### config.mk
export PLATFORM = sky130hd
export DESIGN_NAME = kpv_mul
export DESIGN_NICKNAME = d
export VERILOG_FILES = /design/src/rtl/kalman_position_velocity_filter_defines.svh /design/src/rtl/kpv_pkg.sv /design/src/rtl/kpv_mul.sv
export SDC_FILE = /design/constraint.sdc
export NUM_CORES = 2
export LEC_CHECK = 0
export BUFFER_PORTS_ARGS = -buffer_cell sky130_fd_sc_hd__buf_2
export CORE_ASPECT_RATIO = 1.75
export CORE_MARGIN = 2
export CORE_UTILIZATION = 30
export CTS_CLUSTER_DIAMETER = 100
export CTS_CLUSTER_SIZE = 30
export DETAILED_ROUTE_END_ITERATION = 8
export MAX_ROUTING_LAYER = met4
export SYNTH_ARGS = -nofsm -noshare
export SYNTH_HDL_FRONTEND = slang
export SYNTH_SLANG_ARGS = --single-unit
### constraint.sdc
create_clock -name clk -period 18.05 [get_ports clk]
set_clock_uncertainty 0.1 [all_clocks]
set_input_delay 3.61 -clock clk [delete_from_list [all_inputs] [get_ports clk]]
set_output_delay 3.61 -clock clk [all_outputs]
set_load 0.02 [all_outputs]
### src/rtl/kalman_position_velocity_filter_defines.svh
// ----------------------------------------------------------------------------
// kalman_position_velocity_filter_defines
// assertion macros shared by the filter rtl
// ----------------------------------------------------------------------------
`ifndef KALMAN_POSITION_VELOCITY_FILTER_DEFINES_SVH
`define KALMAN_POSITION_VELOCITY_FILTER_DEFINES_SVH

// implication checked on every clock edge outside reset
`define KPV_ASSERT_IMP(label, clk, rst_n, ante, cons, msg) \
  label: assert property (@(posedge clk) disable iff (!rst_n) (ante) |-> (cons)) \
    else $error(msg);

// next-cycle implication
`define KPV_ASSERT_NXT(label, clk, rst_n, ante, cons, msg) \
  label: assert property (@(posedge clk) disable iff (!rst_n) (ante) |=> (cons)) \
    else $error(msg);

`endif

### src/rtl/kpv_pkg.sv
// ----------------------------------------------------------------------------
// kpv_pkg
// shared types and constants of the position and velocity filter
// ----------------------------------------------------------------------------
package kpv_pkg;

  localparam int unsigned RegW  = 33;

  localparam logic [1:0] CmdInit    = 2'd0;
  localparam logic [1:0] CmdPredict = 2'd1;
  localparam logic [1:0] CmdUpdate  = 2'd2;

  localparam logic RegProcNoise = 1'b0;
  localparam logic RegMeasNoise = 1'b1;

  localparam logic [63:0] OneQ  = 64'h0000_0001_0000_0000;
  localparam logic [63:0] VMax  = 64'h7FFF_FFFF_FFFF_FFFF;
  localparam logic [63:0] SMin  = 64'h8000_0000_0000_0000;
  localparam logic [RegW-1:0] ProcNoiseReset = 33'd4294967;
  localparam logic [RegW-1:0] MeasNoiseReset = 33'd214748365;

  typedef struct packed {
    logic        start;
    logic        sgn;
    logic [63:0] a;
    logic [63:0] b;
  } kpv_mul_req_t;

  typedef struct packed {
    logic        done;
    logic [63:0] res;
  } kpv_mul_rsp_t;

  typedef struct packed {
    logic        start;
    logic [63:0] p;
    logic [63:0] s;
  } kpv_div_req_t;

  typedef struct packed {
    logic        done;
    logic [63:0] q;
  } kpv_div_rsp_t;

  function automatic logic [63:0] sadd(input logic [63:0] a, input logic [63:0] b);
    logic [63:0] r;
    r = a + b;
    if (a[63] == b[63] && r[63] != a[63]) return a[63] ? SMin : VMax;
    return r;
  endfunction

  function automatic logic [63:0] ssub(input logic [63:0] a, input logic [63:0] b);
    logic [63:0] r;
    r = a - b;
    if (a[63] != b[63] && r[63] != a[63]) return a[63] ? SMin : VMax;
    return r;
  endfunction

  function automatic logic [63:0] vadd(input logic [63:0] a, input logic [63:0] b);
    logic [64:0] r;
    r = {1'b0, a} + {1'b0, b};
    if (r[64] || r[63]) return VMax;
    return r[63:0];
  endfunction

endpackage

### src/rtl/kpv_mul.sv
// ----------------------------------------------------------------------------
// kpv_mul
// shared q32.32 multiplier, four 32x32 partial products accumulated in sequence
// ----------------------------------------------------------------------------
module kpv_mul (
  input  logic                  clk,
  input  logic                  rst_n,
  input  kpv_pkg::kpv_mul_req_t req,
  output kpv_pkg::kpv_mul_rsp_t rsp
);
  import kpv_pkg::*;

  logic [63:0]  ma_r, mb_r, ma_nxt, mb_nxt;
  logic         neg_r, neg_nxt, sgn_r, sgn_nxt;
  logic [127:0] acc_r, acc_nxt;
  logic [2:0]   step_r, step_nxt;
  logic         busy_r, busy_nxt;
  logic [63:0]  prod;
  logic [31:0]  pa, pb;
  logic [63:0]  m;
  logic         ovf;
  logic [63:0]  res;

  always_comb begin
    unique case (step_r[1:0])
      2'd0: begin pa = ma_r[31:0];  pb = mb_r[31:0];  end
      2'd1: begin pa = ma_r[31:0];  pb = mb_r[63:32]; end
      2'd2: begin pa = ma_r[63:32]; pb = mb_r[31:0];  end
      default: begin pa = ma_r[63:32]; pb = mb_r[63:32]; end
    endcase
    prod = {32'd0, pa} * {32'd0, pb};
  end

  always_comb begin
    m   = acc_r[95:32];
    ovf = |acc_r[127:96];
    if (!sgn_r) res = (ovf || m[63]) ? VMax : m;
    else if (!neg_r) res = (ovf || m[63]) ? VMax : m;
    else if (ovf || m[63]) res = SMin;
    else res = 64'd0 - m;
  end

  always_comb begin
    ma_nxt = ma_r; mb_nxt = mb_r; neg_nxt = neg_r; sgn_nxt = sgn_r;
    acc_nxt = acc_r; step_nxt = step_r; busy_nxt = busy_r;
    if (req.start) begin
      sgn_nxt  = req.sgn;
      ma_nxt   = (req.sgn && req.a[63]) ? 64'd0 - req.a : req.a;
      mb_nxt   = (req.sgn && req.b[63]) ? 64'd0 - req.b : req.b;
      neg_nxt  = req.sgn && (req.a[63] != req.b[63]);
      acc_nxt  = '0;
      step_nxt = '0;
      busy_nxt = 1'b1;
    end else if (busy_r) begin
      unique case (step_r[1:0])
        2'd0: acc_nxt = acc_r + {64'd0, prod};
        2'd1, 2'd2: acc_nxt = acc_r + {32'd0, prod, 32'd0};
        default: acc_nxt = acc_r + {prod, 64'd0};
      endcase
      step_nxt = step_r + 3'd1;
      if (step_r == 3'd3) busy_nxt = 1'b0;
    end
  end

  always_ff @(posedge clk) begin
    if (!rst_n) begin
      busy_r <= 1'b0;
      step_r <= '0;
    end else begin
      busy_r <= busy_nxt;
      step_r <= step_nxt;
    end
    ma_r <= ma_nxt; mb_r <= mb_nxt; neg_r <= neg_nxt; sgn_r <= sgn_nxt;
    acc_r <= acc_nxt;
  end

  assign rsp.done = !busy_r && step_r == 3'd4;
  assign rsp.res  = res;
endmodule

## Word-level counts from Yosys, hierarchy flattened

Index checks and enable logic that the tools add are counted.

- Bits in registers: 262
- Input port bits: 132
- Output and inout port bits: 65
- Word-level logic and storage cells: 45

- $add $sub $neg: 7
- $mul: 1
- Eq/ne operators: 5
- Mux-type cells: 12
- Bitwise operators: 1
- Reduce and logical (&&, ||, !) cells: 12

Operator list:

| kind | count |
|---|---|
| 64-bit two-way mux | 6 |
| 128-bit one-hot mux with 2 select lines | 1 |
| 1-bit by 64-bit subtractor with 64-bit output (first input constant) | 3 |
| 128-bit adder | 1 |
| 128-bit by 64-bit adder with 128-bit output | 1 |
| 128-bit by 96-bit adder with 128-bit output | 1 |
| 32-bit by 32-bit multiplier with 64-bit output | 1 |
| 32-bit two-way mux | 2 |
| 32-bit OR reduction | 1 |
| 2-bit OR reduction | 4 |
| 1-bit logical AND | 4 |
| 3-bit by 1-bit adder with 3-bit output (second input constant) | 1 |
| 3-bit by 2-bit == test with 1-bit output (second input constant) | 1 |
| 3-bit == test (second input constant) | 1 |
| 1-bit two-way mux | 3 |
| 2-bit by 1-bit == test with 1-bit output (second input constant) | 1 |
| 2-bit == test (second input constant) | 1 |
| 2-bit logical NOT | 1 |
| 1-bit logical NOT | 1 |
| 1-bit logical OR | 1 |
| 1-bit != test | 1 |
| 1-bit NOT | 1 |

## Longest topological paths before layout

- Depth after elaboration: 6
- Gate-level depth with buffers: 51

## Worst setup path before layout

Ideal clock, no wire load.

- Path type: reg-to-reg
- Start: register step_r[0]
- End: register acc_r[105]
- Setup time: 0.061 ns
- Data arrival time: 11.924 ns
- Path slack: 5.966 ns
- Stages on the path, launching flop included: 47
- Clock period less this slack: 12.084 ns
- Cells stage by stage: dfxtp_1 > inv_1 > ha_1 > clkbuf_1 > nor2_1 > clkbuf_1 > buf_1 > mux2i_1 > clkbuf_1 > nor2_1 > fa_1 > inv_1 > fa_1 > inv_1 > fa_1 > inv_1 > fa_1 > inv_1 > [... 11 more ...] > a21oi_2 > o41ai_4 > o211a_1 > nor3_1 > o41ai_2 > xor2_1 > ha_1 > clkbuf_1 > nand2_1 > o21ai_0 > o21bai_1 > nor2b_1 > o31ai_1 > nand3_1 > or3b_2 > or4_1 > o211ai_1 > a32o_1

- Word-level cells in the longest chain between the ends: 6
- Elaborated cells on any way between the ends: 13

Ends and longest elaborated chain:

| element | line | RTL |
|---|---|---|
| start: declaration | kpv_mul.sv:16 | `logic [2:0] step_r, step_nxt;` |
| start signal: assignment | kpv_mul.sv:71 | `step_r <= step_nxt;` |
| 2-bit by 1-bit == test with 1-bit output, or another cell as far along | kpv_mul.sv:25, kpv_mul.sv:55 |  |
| 2-bit OR reduction (no line) | n/a |  |
| 32-bit two-way mux | kpv_mul.sv:25 | `unique case (step_r[1:0])` |
| 32-bit by 32-bit multiplier with 64-bit output | kpv_mul.sv:31 | `prod = {32'd0, pa} * {32'd0, pb};` |
| 128-bit adder, or another cell as far along | kpv_mul.sv:58 | `default: acc_nxt = acc_r + {prod, 64'd0};` |
| 128-bit one-hot mux with 2 select lines * | kpv_mul.sv:55 | `unique case (step_r[1:0])` |
| end signal: assignment | kpv_mul.sv:74 | `acc_r <= acc_nxt;` |
| end: declaration | kpv_mul.sv:15 | `logic [127:0] acc_r, acc_nxt;` |

Every way passes the cells marked *; elsewhere a longest branch is shown, timed or not.
A chain may end at the register's enable or synchronous reset.

## Worst setup path after layout

- Start: register step_r[0]
- End: register acc_r[70]

The elaborated chain is that of the path after synthesis.

==> summary by stage <==
Timing
The final period demand of the worst path is 14,940 ps. The share of the clock period used by the worst path is 82.8%. The number of hold-slack violations in the final timing report is 0. Adding up every negative setup slack in the final design gives 0 ps. The actual slew at the worst max-slew pin is 1320 ps.

The worst slew slack as a fraction of its limit is 11.2%. The number of slew-limit violations in the final report is 0. Setup repair after global routing left no endpoint under its margin. Timing would allow up to 66.9 MHz. Setup violations remaining at the end of the flow were counted as 0.

Setup path
The kind of end point of the critical path is a flop. The data required time of the worst path is 18,500 ps. The maximum fanout count along the critical path is 51. In this design, the largest share of critical-path delay is due to adder cells.

The critical path arrival is 15,390 ps. The delay contributed by the slowest stage of the critical path is 910 ps. The slowest stage of the critical path is the xor2_1 cell.

The buffers plus inverters on the worst setup path is 8. STA classifies the critical path startpoint as a flop. The critical path is of the reg -> reg type. In this design, the critical path's most frequently occurring cell is fa_1.

GRT
The global router's overall resource usage is 26.3%. The via count of the first global-routing pass was 59,800. The number of antenna violations at the first check in global routing is 8. The wire length of the first global-routing pass is 394,000 um. Entering global routing, the biggest net connects 77 pins. For this run the aggregate overflow at the end of global routing stands at 0.

Clocking
Clock-pin slew was measured on the worst setup and hold paths at 120 ps. Once the clock tree was built, the setup fixing pass inserted 0 buffers. The number of resized instances in the post-cts repair step is 0.

The clock net in this run drives a total of 262 sinks. At the later pin of the worst-skew pair, clock insertion delay measures 670 ps. In this run the number of H-tree levels came out at 1. The hold buffer count at cts is 0.

In this run, CTS created clock tree buffers numbering 20. The number of buffers between clock root and the deepest sink is 3. The CTS tree is yes. The root buffer cell chosen for the clock tree is clkbuf_16.

Finish
The area growth from synthesis to layout is 8.70%. Cells fill 32.8% of the core in the end. The finished layout holds 10,100 standard cells, fillers aside. The post-route netlist has 8.24% of its cells at a drive strength greater than 1. The number of nets in the final layout is 8,974.

Yosys
The number of warnings issued by yosys is 0. The synthesized design spends more area on one cell type than any other, namely fa_1. Summed over its instances, the top area cell type makes up 29.4% of the synthesized netlist area. The synthesized net count is 8,991. The count of flip-flops with a built-in enable after synthesis is 130. In the synthesized netlist the async set-or-reset flop fraction comes to 0%. In the post-synthesis netlist, the cell with the most instances is inv_1. In this run, synthesis produced a sequential element count of 262. Ranked by instance count, the synthesized netlist is headed by 992 x inv_1, 961 x nor2_1, 899 x fa_1. The flip-flop cell with the highest count after synthesis is dfxtp_1.

Sequential cells were found to cover 10.7% of the synthesized design area. After synthesis, the cell types taking the most area are fa_1 29%, ha_1 9.8%, edfxtp_1 6.4%. The summed instance area of the synthesized netlist is 61,300 um^2. Synthesis handed over a netlist of 7,482 instances. A synthesized cell averages 8.19 um^2. The number of library cell types mapped by synthesis is 104.

Detailed routing
Dividing the detail-routed via count by the number of cells gives 5.68. The detailed router's first-iteration violation count is 4,789. The wire length reported by the detailed router is 270,000 um. The pre-antenna-repair detailed-routing pass consisted of 8 iterations. The routed layout has 57,600 vias. For this run, design rule violations remaining after detail routing come to 0. The detail route stage leaves a number of antenna-violating nets equal to 0. After detailed routing, the average wire length per cell comes to 26.6 um.

Floorplanning
The area of the core is 203,000 um^2. The die outline area is 208,000 um^2. The row count is 219. The number of top-level pins is 197. For this configuration, the core starts out at a cell density of 30.2%.

The die is 346 um wide. The height of the die is 602 um.

Placement
The placed instance count is 10,100. At the end of routability-driven placement, the weighted congestion stood at 1.09. The number of buffers added on ports is 196. Detailed placement ended at an HPWL of 218,000 um.

Job
The count of maximum capacitance violations is 0.

Worst hold path
The tightest min-delay check is of the reg -> reg type.

Status
The flow ran to the end, and the final reports show no timing, DRC or antenna violations.
[worst min-delay path: cells and delay by family, from the launching register on]
family          cells  cell delay (ps)
simple gates        1               90
compound gates      1               50
flops               1              330
[sequential cells by signal, indices dropped and copies added (netlist names)]
signal,flops
acc_r,128
busy_r,1
ma_r,64
mb_r,64
neg_r,1
sgn_r,1
step_r,3
[logic make-up (layout without fill, tap and decap cells)]
kind of cell    Yosys count  count (layout)  share of synthesized area [%]
compound gates         1433            1433                           15.5
xor+xnor                437             437                           6.24
fa+ha+maj              1377            1377                           39.1
buf+inv                1398            1394                           8.61
flops                   262             262                           10.7
mux                     130             130                           2.25
other cells               0              13                              0
simple gates           2445            2445                           17.6
[area by class of cell]
class / count / area (um^2)
Fill cell: 21300 / 137000
Tap cell: 2652 / 3320
Multi-Input combinational cell: 5822 / 50000
Sequential cell: 262 / 6550
Timing Repair Buffer: 365 / 2270
Clock buffer: 20 / 500
Clock inverter: 15 / 259
Inverter: 994 / 3730
Antenna cell: 13 / 32.5
[metrics by stage]
step | hold WS, ps | cell area, um^2 | worst slack, ps
2_1_floorplan | 360 | 61300 | 5970
3_3_place_gp | 378 | 65800 | 3190
3_5_place_dp | 387 | 65800 | 3580
4_1_cts | 401 | 66600 | 3470
5_1_grt | 449 | 66600 | 2470
6_report | 403 | 66600 | 3110
[routing by layer]
| metal | global-route usage [%] | share of wire, % | vias to the layer above |
|---|---|---|---|
| li1 | - | - | 24800 |
| met1 | 25.9 | 33 | 28600 |
| met2 | 43.8 | 48 | 2964 |
| met3 | 4.74 | 7.1 | 1152 |
| met4 | 24.7 | 12 | 0 |
| met5 | - | 0 | - |
[cells in the final DEF, fill, tap and decap left out, types with 177 or more instances in the layout]
cell type	netlist	routed
xor2_1	184	177
a21oi_1	406	406
ha_1	478	476
xnor2_1	253	232
fa_1	899	899
nor2_1	961	954
nand2_1	805	804
inv_1	992	992
o21ai_0	270	270
buf_2	11	195
[final timing paths]
check                           slack, ps                     end                   start  depth (start not counted)
worst min-delay path                  400  step_r[2]$_SDFFE_PP0P_  step_r[2]$_SDFFE_PP0P_                          2
worst max register to register       3110  acc_r[70]$_SDFFE_PP0P_  step_r[0]$_SDFFE_PP0P_                         43
worst max-delay path                 3110  acc_r[70]$_SDFFE_PP0P_  step_r[0]$_SDFFE_PP0P_                         43
worst min register to register        400  step_r[2]$_SDFFE_PP0P_  step_r[2]$_SDFFE_PP0P_                          2
Power is left out: the tool's default activity adds up to more than one toggle a clock period on the data nets, which glitch-free logic cannot reach.
