===== config.mk =====
export PLATFORM = sky130hd
export DESIGN_NAME = kpv_div
export DESIGN_NICKNAME = d
export VERILOG_FILES = /design/src/rtl/kalman_position_velocity_filter_defines.svh /design/src/rtl/kpv_pkg.sv /design/src/rtl/kpv_div.sv
export SDC_FILE = /design/constraint.sdc
export NUM_CORES = 1
export LEC_CHECK = 0
export CORE_UTILIZATION = 45
export CTS_CLUSTER_SIZE = 16
export DETAILED_ROUTE_END_ITERATION = 7
export DONT_BUFFER_PORTS = 1
export GPL_TIMING_DRIVEN = 0
export SLEW_MARGIN = 20
export SYNTH_ARGS = -nofsm -noshare
export SYNTH_HDL_FRONTEND = slang
export SYNTH_SLANG_ARGS = --single-unit

===== constraint.sdc =====
create_clock -name clk -period 4 [get_ports clk]
set_input_delay 0.4 -clock clk [delete_from_list [all_inputs] [get_ports clk]]
set_output_delay 0.4 -clock clk [all_outputs]
set_load 0.005 [all_outputs]

===== src/rtl/kalman_position_velocity_filter_defines.svh =====
// ----------------------------------------------------------------------------
// kalman_position_velocity_filter_defines
// assertion macros shared by the filter rtl
// ----------------------------------------------------------------------------
`ifndef KALMAN_POSITION_VELOCITY_FILTER_DEFINES_SVH
`define KALMAN_POSITION_VELOCITY_FILTER_DEFINES_SVH

// implication checked on every clock edge outside reset
`define KPV_ASSERT_IMP(label, clk, rst_n, ante, cons, msg) \
  label: assert property (@(posedge clk) disable iff (!rst_n) (ante) |-> (cons)) \
    else $error(msg);

// next-cycle implication
`define KPV_ASSERT_NXT(label, clk, rst_n, ante, cons, msg) \
  label: assert property (@(posedge clk) disable iff (!rst_n) (ante) |=> (cons)) \
    else $error(msg);

`endif


===== src/rtl/kpv_pkg.sv =====
// ----------------------------------------------------------------------------
// kpv_pkg
// shared types and constants of the position and velocity filter
// ----------------------------------------------------------------------------
package kpv_pkg;

  localparam int unsigned RegW  = 33;

  localparam logic [1:0] CmdInit    = 2'd0;
  localparam logic [1:0] CmdPredict = 2'd1;
  localparam logic [1:0] CmdUpdate  = 2'd2;

  localparam logic RegProcNoise = 1'b0;
  localparam logic RegMeasNoise = 1'b1;

  localparam logic [63:0] OneQ  = 64'h0000_0001_0000_0000;
  localparam logic [63:0] VMax  = 64'h7FFF_FFFF_FFFF_FFFF;
  localparam logic [63:0] SMin  = 64'h8000_0000_0000_0000;
  localparam logic [RegW-1:0] ProcNoiseReset = 33'd4294967;
  localparam logic [RegW-1:0] MeasNoiseReset = 33'd214748365;

  typedef struct packed {
    logic        start;
    logic        sgn;
    logic [63:0] a;
    logic [63:0] b;
  } kpv_mul_req_t;

  typedef struct packed {
    logic        done;
    logic [63:0] res;
  } kpv_mul_rsp_t;

  typedef struct packed {
    logic        start;
    logic [63:0] p;
    logic [63:0] s;
  } kpv_div_req_t;

  typedef struct packed {
    logic        done;
    logic [63:0] q;
  } kpv_div_rsp_t;

  function automatic logic [63:0] sadd(input logic [63:0] a, input logic [63:0] b);
    logic [63:0] r;
    r = a + b;
    if (a[63] == b[63] && r[63] != a[63]) return a[63] ? SMin : VMax;
    return r;
  endfunction

  function automatic logic [63:0] ssub(input logic [63:0] a, input logic [63:0] b);
    logic [63:0] r;
    r = a - b;
    if (a[63] != b[63] && r[63] != a[63]) return a[63] ? SMin : VMax;
    return r;
  endfunction

  function automatic logic [63:0] vadd(input logic [63:0] a, input logic [63:0] b);
    logic [64:0] r;
    r = {1'b0, a} + {1'b0, b};
    if (r[64] || r[63]) return VMax;
    return r[63:0];
  endfunction

endpackage


===== src/rtl/kpv_div.sv =====
// ----------------------------------------------------------------------------
// kpv_div
// restoring divider for the update gain, one quotient bit per cycle
// ----------------------------------------------------------------------------
module kpv_div (
  input  logic                  clk,
  input  logic                  rst_n,
  input  kpv_pkg::kpv_div_req_t req,
  output kpv_pkg::kpv_div_rsp_t rsp
);
  import kpv_pkg::*;

  // dividend p * 2^32 is 96 bits; quotient fits 64 bits since p <= s
  logic [95:0] num_r, num_nxt;
  logic [64:0] rem_r, rem_nxt;
  logic [63:0] s_r, s_nxt;
  logic [6:0]  cnt_r, cnt_nxt;
  logic        busy_r, busy_nxt, done_r, done_nxt;
  logic [64:0] sh;

  always_comb begin
    num_nxt = num_r; rem_nxt = rem_r; s_nxt = s_r;
    cnt_nxt = cnt_r; busy_nxt = busy_r; done_nxt = 1'b0;
    sh = {rem_r[63:0], num_r[95]};
    if (req.start) begin
      num_nxt  = {req.p, 32'd0};
      rem_nxt  = '0;
      s_nxt    = req.s;
      cnt_nxt  = '0;
      busy_nxt = 1'b1;
    end else if (busy_r) begin
      num_nxt = {num_r[94:0], 1'b0};
      if (sh >= {1'b0, s_r}) begin
        rem_nxt    = sh - {1'b0, s_r};
        num_nxt[0] = 1'b1;
      end else begin
        rem_nxt = sh;
      end
      cnt_nxt = cnt_r + 7'd1;
      if (cnt_r == 7'd95) begin
        busy_nxt = 1'b0;
        done_nxt = 1'b1;
      end
    end
  end

  always_ff @(posedge clk) begin
    if (!rst_n) begin
      busy_r <= 1'b0;
      done_r <= 1'b0;
    end else begin
      busy_r <= busy_nxt;
      done_r <= done_nxt;
    end
    num_r <= num_nxt; rem_r <= rem_nxt; s_r <= s_nxt; cnt_r <= cnt_nxt;
  end

  assign rsp.done = done_r;
  assign rsp.q    = (s_r == 64'd0) ? 64'd0 : num_r[63:0];
endmodule


* Word level (Yosys, flattened, before mapping)
Cells that the tools add are included.
** Storage, ports and cells
- Input bits :: 131
- Register bits after elaboration :: 233
- Output and inout port bits :: 65
** Cells by class
- $add $sub $neg :: 2
- Reduce and logical (&&, ||, !) cells :: 3
- Bitwise gates (word level) :: 2
- Equality and inequality tests :: 1
- Order comparisons :: 1
- Muxes and demuxes :: 9
** Operators with widths (number)
- $mux 96 :: 2
- $mux 64 :: 2
- $ge 65x64->1 :: 1
- $logic_not 64->1 :: 1
- $sub 64x64->64 :: 1
- $add 7x1->7 const B :: 1
- $eq 7x7->1 const B :: 1
- $mux 1 :: 5
- $reduce_or 3->1 :: 1
- $not 1->1 :: 2
- $reduce_bool 2->1 :: 1

* Logic depth before layout (Yosys ltp)
Gate-level depths: netlist (run 1).
- Depth in word-level cells :: 4
- Mapped depth :: 16

* Worst setup path before layout (run 1)
OpenSTA, ideal clock, no wires.
- Path kind :: register -> register
- Start :: register s_r[58]
- End :: register rem_r[33]
- Required time :: 3876 ps
- Cell stages (with the launch flop) :: 16
- Clock period less this slack :: 2898 ps
- Arrival time :: 2774 ps
- Setup time :: 124 ps
- Setup slack :: 1102 ps
- Cell sequence :: edfxtp_1 > inv_1 > ha_1 > buf_2 > nand3_1 > or4_1 > nor3_1 > a31oi_1 > and3_1 > and3_1 > buf_6 > or2_1 > buf_2 > buf_6 > a32oi_1 > o21ai_1
** On the way
- Cells in the longest elaborated chain, start to end :: 2
** RTL lines
- start, declared :: line kpv_div.sv:16 : logic [63:0] s_r, s_nxt;
- start signal, assigned :: line kpv_div.sv:55 : num_r <= num_nxt; rem_r <= rem_nxt; s_r <= s_nxt; cnt_r <= cnt_nxt;
- $ge 65x64->1 :: line kpv_div.sv:33 : if (sh >= {1'b0, s_r}) begin
- $mux 64 :: line kpv_div.sv:33
- end signal, assigned :: line kpv_div.sv:55
- end, declared :: line kpv_div.sv:15 : logic [64:0] rem_r, rem_nxt;
No other way between the ends.
A chain may end at the register's enable or synchronous reset.

* Worst setup path after layout (run 1)
- Start :: register s_r[36]
- End :: register rem_r[59]
** On the way
- Cells in the longest elaborated chain, start to end :: 2
- Elaborated cells on any way between the ends :: 3
- Classes of those cells :: 1 x add/sub; 1 x order compare; 1 x mux
** RTL lines (line)
- $sub 64x64->64 / $ge 65x64->1 (equally long branches) :: kpv_div.sv:34, kpv_div.sv:33
- $mux 64 * :: kpv_div.sv:33
Every way passes the cells marked *; elsewhere a longest branch is shown, timed or not.

==> summary by stage, run 1 <==
Flow run
The count of max-cap constraint violations is 0.

CTS
Clock latency on the worst-skew pair, taken at its later pin, is between 0.5 and 0.6 ns. The number of buffers added by the clock tree synthesis step is 27. After clock tree synthesis, the clock-pin slew on the worst setup and hold paths is ~0.06 ns. The maximum level of the CTS H-tree is 1. The TritonCTS clock tree is done. Counting along the longest clock path gives a buffer depth of 3. The number of setup buffers added after CTS is 0.

The number of sinks on the clock net is 233. In this run the clock root is driven by a sky130_fd_sc_hd__clkbuf_16.

Setup path
The library cell contributing the largest single delay on the critical path is sky130_fd_sc_hd__or3_1. The type of element capturing the critical path is a register. Walking the worst path, the cells encountered are inv_1 > ha_1 > a21oi_1 > o21ai_0 > or3_1 > a211oi_2 > nand2_1 > a21oi_1 > o221ai_1 > a21oi_1 > mux2i_1 > o211ai_1. The category of the worst setup path launch point is a register. By instance count, the cell type seen most on the critical path is sky130_fd_sc_hd__a21oi_1. For the worst setup path, the data arrival time is 4.13 ns. Of all nets on the critical path, the largest fanout is 6.

For the worst setup path, the data required time is 4.42 ns. The class of the most critical setup path is register to register. In this design, the stage delay of the slowest critical-path cell is 0.44 ns.

Logic synthesis
The cell taking the most area after synthesis is sky130_fd_sc_hd__edfxtp_1. The count of cell types in the netlist is 70. The synthesized flop and latch total is around 230. The library cell with the highest instance count after synthesis is sky130_fd_sc_hd__edfxtp_1. Averaged over all synthesized cells, the footprint is 9.50 um2. After synthesis the cells add up to 13600 um2. Ranked by instance count, the synthesized netlist is headed by sky130_fd_sc_hd__edfxtp_1 (128), sky130_fd_sc_hd__nor2_1 (126), sky130_fd_sc_hd__nand2_1 (112). Sorting the synthesized cells by area gives the leading types as sky130_fd_sc_hd__edfxtp_1 (28%), sky130_fd_sc_hd__dfxtp_1 (15%), sky130_fd_sc_hd__ha_1 (6.0%), sky130_fd_sc_hd__mux2i_1 (5.0%), sky130_fd_sc_hd__a22o_1 (4.1%).

The proportion of synthesized chip area in sequential cells is around 44%. Synthesis produced a netlist with a net count of 1625. Counting every instance in the synthesized netlist gives 1428.

The number of warnings reported in the yosys synthesis log is 0. The async set-or-reset flop fraction in the synthesized netlist is 0%. The top cell type by area accounts for 28.3% of the synthesized area. In this run, synthesis inferred 128 flip-flops with an integrated enable. The leading register cell type out of synthesis is sky130_fd_sc_hd__edfxtp_1.

Timing
The final critical path takes up between 90% and 100% of the cycle. Setup violations remaining at the end of the flow were counted as 0. The time the worst path needs with I/O delays and setup is 3.71 ns. The final worst clock skew is around 0.013 ns. The number of hold violations in the final report was 0. The total count of max-transition violations in the final report is 0. Setup repair after global routing left no endpoint under its margin. At the pin with the least slew margin, the transition time is 0.971 ns. The top achievable clock speed is 269 MHz.

The worst slew slack as a fraction of its limit is 35.1%. The final total negative setup slack is 0 ns.

Route
In the routed layout, each cell is associated on average with a via count of 5.77. The total detailed-routing wirelength is 38800 um. The total via count after detailed routing is 11200. The count of nets left with antenna violations once routing finished came out at 0. The average wire per standard cell is 20.0 um. The first TritonRoute pass finished after 6 iterations. After detailed routing, the number of remaining DRC violations is 0. In this run, the number of DRC markers left after iteration 0 of detailed routing was 755.

GRT
Entering global routing, the biggest net connects 65 pins. The wire length of the first global-routing pass is a little under 60000 um. The overall overflow remaining after global route is 0.

The via count of the first global-routing pass is 10600. The global router's overall resource usage is roughly a quarter. The initial antenna violation count is 0.

Power
The power density normalized to cell area is about 410 nW/um2. VDD sags by at most 0.000332 V. The leakage power of the design is 6.25 nW.

The post-layout total power is 6.42 mW.

Floorplan
Once the floorplan was initialized, standard cells occupied 45.8% of the core. The core region is slightly below 30000 um2. In this run the vertical extent of the chip is approximately 180 um. The overall die width is 176 um. The floorplan die area is slightly above 30000 um2. In this run the count of I/O pins placed on the die edge is 196. The site row count is 63.

Hold path
In this run the worst hold path is classified as input pin to register.

Finish
The number of filler instances in the final layout is 2735. The number of antenna diodes is 0. The fraction of final layout cells with drive strength greater than 1 is 5.49%.

The final cell utilization of the core is 52.8%. The number of nets in the final layout is 1723. The area growth from synthesis to layout is 15.4%.

Placement
The congestion estimate from routability-driven global placement came to 0.987. The quantity of I/O buffers inserted on ports is 0. The half-perimeter wire length of the detailed placement result is 28500 um.

Outcome
The flow ran to the end, and the final reports show no timing, DRC or antenna violations.
## critical path: cells and delay by family, from the launching register on
kind	cells	cell delay, ns
adder cells (fa/ha/maj)	1	0.36
multiplexers	1	0.29
AO/OA/AOI/OAI	7	1.86
buffers and inverters	1	0.07
AND/OR/NAND/NOR	2	0.59
flip-flops	1	0.40
## path summary, 6_finish.rpt
path	to	slack, ns	startpoint	cells past startpoint
max	rem_r[59]$_SDFFE_PP0P_	0.29	s_r[36]$_DFFE_PP_	12
min	num_r[32]$_DFFE_PP_	0.05	req[64]	2
max reg2reg	rem_r[59]$_SDFFE_PP0P_	0.29	s_r[36]$_DFFE_PP_	12
min reg2reg	num_r[0]$_SDFFE_PP0P_	0.46	num_r[0]$_SDFFE_PP0P_	2
## cells by family (layout without fill, tap and decap cells)
family                   after synthesis  count (layout)  share of synthesized area [%]
AND/OR/NAND/NOR                      444             444                           16.1
AO/OA/AOI/OAI                        385             385                           19.6
flip-flops                           233             233                           43.8
buffers and inverters                172             291                           5.39
multiplexers                          68              68                           5.02
adder cells (fa/ha/maj)               66              66                           6.14
XOR/XNOR                              60              60                           3.87
## cell type report
type | instances | area (um2) | area share (%)
Sequential cell | 233 | 5950 | 38.0
Tap cell | 390 | 488 | 3.12
Multi-Input combinational cell | 1023 | 6930 | 44.3
Timing Repair Buffer | 69 | 716 | 4.57
Buffer | 90 | 424 | 2.71
Inverter | 82 | 310 | 1.98
Clock buffer | 38 | 737 | 4.71
Clock inverter | 12 | 98.8 | 0.631
## metrics by stage
step / setup WS (ns) / area, um2 / hold WS (ns) / cells
finish: 0.286 / 15700 / 0.0531 / 1937
CTS: 0.0604 / 15600 / 0.0374 / 1937
floorplan: 1.10 / 13600 / 0.431 / 1428
global placement: -1.18 / 14100 / 0.447 / 1818
detailed placement: 0.187 / 14100 / 0.451 / 1821
global route: 0.0754 / 15700 / 0.0482 / 1937
## report_power, final
group | internal, mW | switching [mW]
Sequential | 2.71 | 0.100
Combinational | 0.496 | 0.781
Clock | 1.35 | 0.985
## cells in the final DEF, fill, tap and decap left out, drive strengths merged, types with 65 or more instances in the layout
cell and n:
a21oi 83, clkbuf 103, dfxtp 105, dlygate4sd3 65, edfxtp 128, ha 65
inv 84, mux2i 68, nand2 113, nor2 127, nor2b 73
## routing by layer
layer / GRT usage, % / part of all wire, %
met1: 34.3 / 46
met2: 37.8 / 43
met3: 5.65 / 7.8
met4: 8.22 / 3.0
met5: 0 / 0
## flip-flops by register name (all words and copies together), names as in the netlist
register and count:
busy_r 1, cnt_r 7, rem_r 64, done_r 1, s_r 64, num_r 96
## repair_timing
item / 4_1_cts / 5_1_grt
resized for setup: 1 / 7
hold buffers: 66 / 0
setup endpoints to repair: 13 / 57
pin swaps: 0 / 1
endpoints found under the hold margin: 130 / 0
Note: power is estimated with default switching activity, not from simulation.
==> run 2, diff against run 1 <==
--- a/config.mk
+++ b/config.mk
@@ -5,6 +5,7 @@
 export SDC_FILE = /design/constraint.sdc
 export NUM_CORES = 1
 export LEC_CHECK = 0
+export ABC_AREA = 1
 export CORE_UTILIZATION = 45
 export CTS_CLUSTER_SIZE = 16
 export DETAILED_ROUTE_END_ITERATION = 7
==> run 2 against run 1 <==
  * Global-route usage is 3.8 points higher
  * Critical endpoint is now rsp[58]
  * Clock power is 3% higher
  * Die area is 14% higher
  * Area after synthesis is 14% higher
  * Critical path depth is 7 lower
  * Combinational power is 55% lower
  * Wire length is 30% higher
  * Hold slack worse by 0.012 ns
==> summary by stage, run 2 <==
CTS
The number of buffers added by the clock tree synthesis step is 27. TritonCTS built the clock tree. In this run the clock root is driven by a sky130_fd_sc_hd__clkbuf_16. The longest clock path from root to sink contains 3 buffers. The number of sinks on the clock net is 233. The clock latency on the worst-skew pair is 0.58 ns.

Gates resized during post-CTS repair numbered 0. The clock transition time at the flip-flop clock pins of the worst setup and hold paths is 0.06 ns. In this run the number of H-tree levels came out at 1.

Timing
The number of hold violations in the final report was 0. The tightest hold path in the finished design has a slack of 0.0411 ns. Clock skew on the completed layout was measured at 0.0277 ns.

For the pin with the worst max-slew slack, the measured transition is 1.07 ns. Setup violations remaining at the end of the flow were counted as 0. Measured against its own limit, the worst slew margin works out to between 20% and 30%. The worst setup margin is 0.187 ns. The ratio of final minimum period to clock period is 95.3%. The clock period could shrink to 3.81 ns. The total count of max-transition violations in the final report is 0. Setup repair after global routing left no endpoint under its margin. Derived from the worst setup path, the maximum achievable clock frequency is 262 MHz.

Finish
The fraction of final layout cells with drive strength greater than 1 is 3.42%. The register with the most flip-flops in the layout has 96 of them. Leaving out fill and tap cells, the most frequent cell in the layout is sky130_fd_sc_hd__nand2_1. Once layout is done, the placed cells without fillers occupy 17600 um2. The largest registers in the layout are num_r: 96 flops, rem_r: 64 flops, s_r: 64 flops. The register name with the most flops is num_r. Counting the fill cells in the layout gives 3414. Leaving out fill and tap cells, the most frequent cells in the layout are sky130_fd_sc_hd__nand2_1 (726), sky130_fd_sc_hd__inv_1 (480), sky130_fd_sc_hd__nor2_1 (184). The number of nets in the final layout is 2576.

The area growth from synthesis to layout is 13.8%.

Floorplan
The site row count is 67. The initial core utilization is 45.9%. The overall die width is 187 um.

The die is 187 um tall. In this run the standard cell core region covers roughly 34000 um2. The top-level I/O count is 196. The die covers around 35000 um2.

Logic synthesis
The proportion of synthesized chip area in sequential cells is between 30% and 40%. Sorting the synthesized cells by area gives the leading types as sky130_fd_sc_hd__edfxtp_1 (25%), sky130_fd_sc_hd__nand2_1 (18%), sky130_fd_sc_hd__dfxtp_1 (14%), sky130_fd_sc_hd__inv_1 (12%), sky130_fd_sc_hd__nand3_1 (5.7%). The number of warnings reported in the yosys synthesis log is 0.

The synthesized design contains 128 enable-type register cells. The leading register cell type out of synthesis is sky130_fd_sc_hd__edfxtp_1. Summed over its instances, the top area cell type makes up about a quarter of the synthesized netlist area.

Counting every net in the synthesized netlist gives 2480. The async set-or-reset flop fraction in the synthesized netlist is 0%. Summed over all instances, the cell type with the most area after synthesis is sky130_fd_sc_hd__edfxtp_1. Synthesis produced a netlist whose cell count is 2283. The summed instance area of the synthesized netlist is 15400 um2.

The synthesized flop and latch total is roughly 230. The count of cell types in the netlist is 42. In the post-synthesis netlist, the cell with the most instances is sky130_fd_sc_hd__nand2_1.

After synthesis, the most frequently instantiated cells are sky130_fd_sc_hd__nand2_1 (726), sky130_fd_sc_hd__inv_1 (480), sky130_fd_sc_hd__nor2_1 (185). The average instance in the mapped netlist occupies 6.76 um2.

Setup path
The critical path is of the register to output pin type. STA classifies the critical path startpoint as a register. The data required time of the worst path is 3.60 ns.

Of all nets on the critical path, the largest fanout is 10. The startpoint of the most critical setup path is s_r[16]$_DFFE_PP_. The worst register-to-register path begins at s_r[45]$_DFFE_PP_.

The length in cells of the worst reg-to-reg path is 17. The type of element capturing the critical path is an output pin. The critical path data arrival time is 3.41 ns.

Placement
The HPWL after detailed placement is 40400 um. The worst slack at placement is 0.857 ns. The last weighted congestion value of the routability-driven placer is 0.986. Port buffering added 0 buffers. The total placed instance area is 16000 um2.

GRT
The global router's overall resource usage is 28.5%. The via count of the first global-routing pass is ~14000. The initial antenna violation count is 1.

Entering global routing, the biggest net connects 65 pins. The first global-routing pass estimated 77000 um of wire. The overall overflow remaining after global route is 0.

Power
The leakage power of the design is 8.76 nW. The completed layout was analyzed and its total power is 5.70 mW. The power density normalized to cell area is 324 nW/um2.

The peak ir drop on the vdd network is 0.000361 V.

Route
The total via count after detailed routing is 14500. The first TritonRoute pass finished after 5 iterations. The number of remaining DRC errors is 0.

The initial detailed-routing violation count is around 1000. The via count normalized by instance count is 5.10. For this block, the routed nets add up to 50400 um of wire.

Once detail routing completed, the nets flagged for antenna violations numbered 0. The average wire per standard cell is around 18 um.

Hold path
The path category of the worst min-delay check is input pin to register. The worst hold path begins at req[93]. The worst hold path stage count is 2.

Outcome
The run finished with clean final reports.

Flow run
The tool flagged a number of max-cap violations equal to 0.
[run 2: cell count changes in the layout (fill, tap and decap cells not counted), sizes merged, moves of 29 or more]
cell	previous run	this run
mux2i	68	0
nand2	113	730
o22ai	2	31
nor2	127	197
nor2b	73	0
nand3	21	178
inv	84	485
a211oi	46	0
a21o	35	0
a22o	64	31
[run 2: layout make-up]
class	instances	area (um2)	area share [%]
clock inverters	11	124	0.705
flip-flops and latches	233	5950	33.8
plain buffers	58	293	1.67
repair buffers	67	706	4.02
clock buffers	38	727	4.14
inverters	487	1830	10.4
well taps	448	561	3.19
diodes	1	2.50	0.0142
multi-input cells	1505	7390	42.0
[run 2: power breakdown]
| part | total, mW | switching, mW | internal, mW |
|---|---|---|---|
| combinational | 0.579 | 0.378 | 0.201 |
| sequential | 2.72 | 0.0543 | 2.66 |
| clock | 2.40 | 1.00 | 1.40 |
[run 2: path summary, 6_finish.rpt]
kind	slack (ns)	endpoint
hold reg to reg	0.47	rem_r[37]$_SDFFE_PP0P_
setup reg to reg	0.86	rem_r[50]$_SDFFE_PP0P_
hold / removal	0.04	num_r[61]$_DFFE_PP_
setup / recovery	0.19	rsp[58]
[run 2: kinds of logic after synthesis]
logic type / after synthesis / share of synthesized area [%]
AO/OA/AOI/OAI: 216 / 8.23
XOR/XNOR: 31 / 1.76
adder cells (fa/ha/maj): 66 / 5.40
buffers and inverters: 545 / 13.7
flip-flops: 233 / 38.5
AND/OR/NAND/NOR: 1192 / 32.4
[run 2: timing repair]
action                                 4_1_cts  5_1_grt
endpoints found under the hold margin      130        0
hold buffers                                66        0
buffers inserted                             0        0
[run 2: layer usage]
layer / up-vias / global-route usage [%] / part of all wire, %
met5: - / 0 / 0
met4: 0 / 6.12 / 2.1
met3: 53 / 4.71 / 6.3
met2: 455 / 46.8 / 45
met1: 6666 / 39.2 / 47
li1: 7350 / - / -
[run 2: through the flow]
step	util, %	TNS (ns)	instances
2_1_floorplan	-	0	2283
3_3_place_gp	47.6	-53.85	2731
3_5_place_dp	47.7	0	2732
4_1_cts	52.3	0	2847
5_1_grt	52.3	0	2848
6_report	52.3	0	2848
[run 2: worst max-delay path, cell delays in order, from the launching register on]
cell and delay [ns]:
sky130_fd_sc_hd__edfxtp_1 0.41, sky130_fd_sc_hd__nor4_1 0.92, sky130_fd_sc_hd__nand4_1 0.26, sky130_fd_sc_hd__nor4_4 0.77
sky130_fd_sc_hd__buf_2 0.33, sky130_fd_sc_hd__nor2_1 0.12
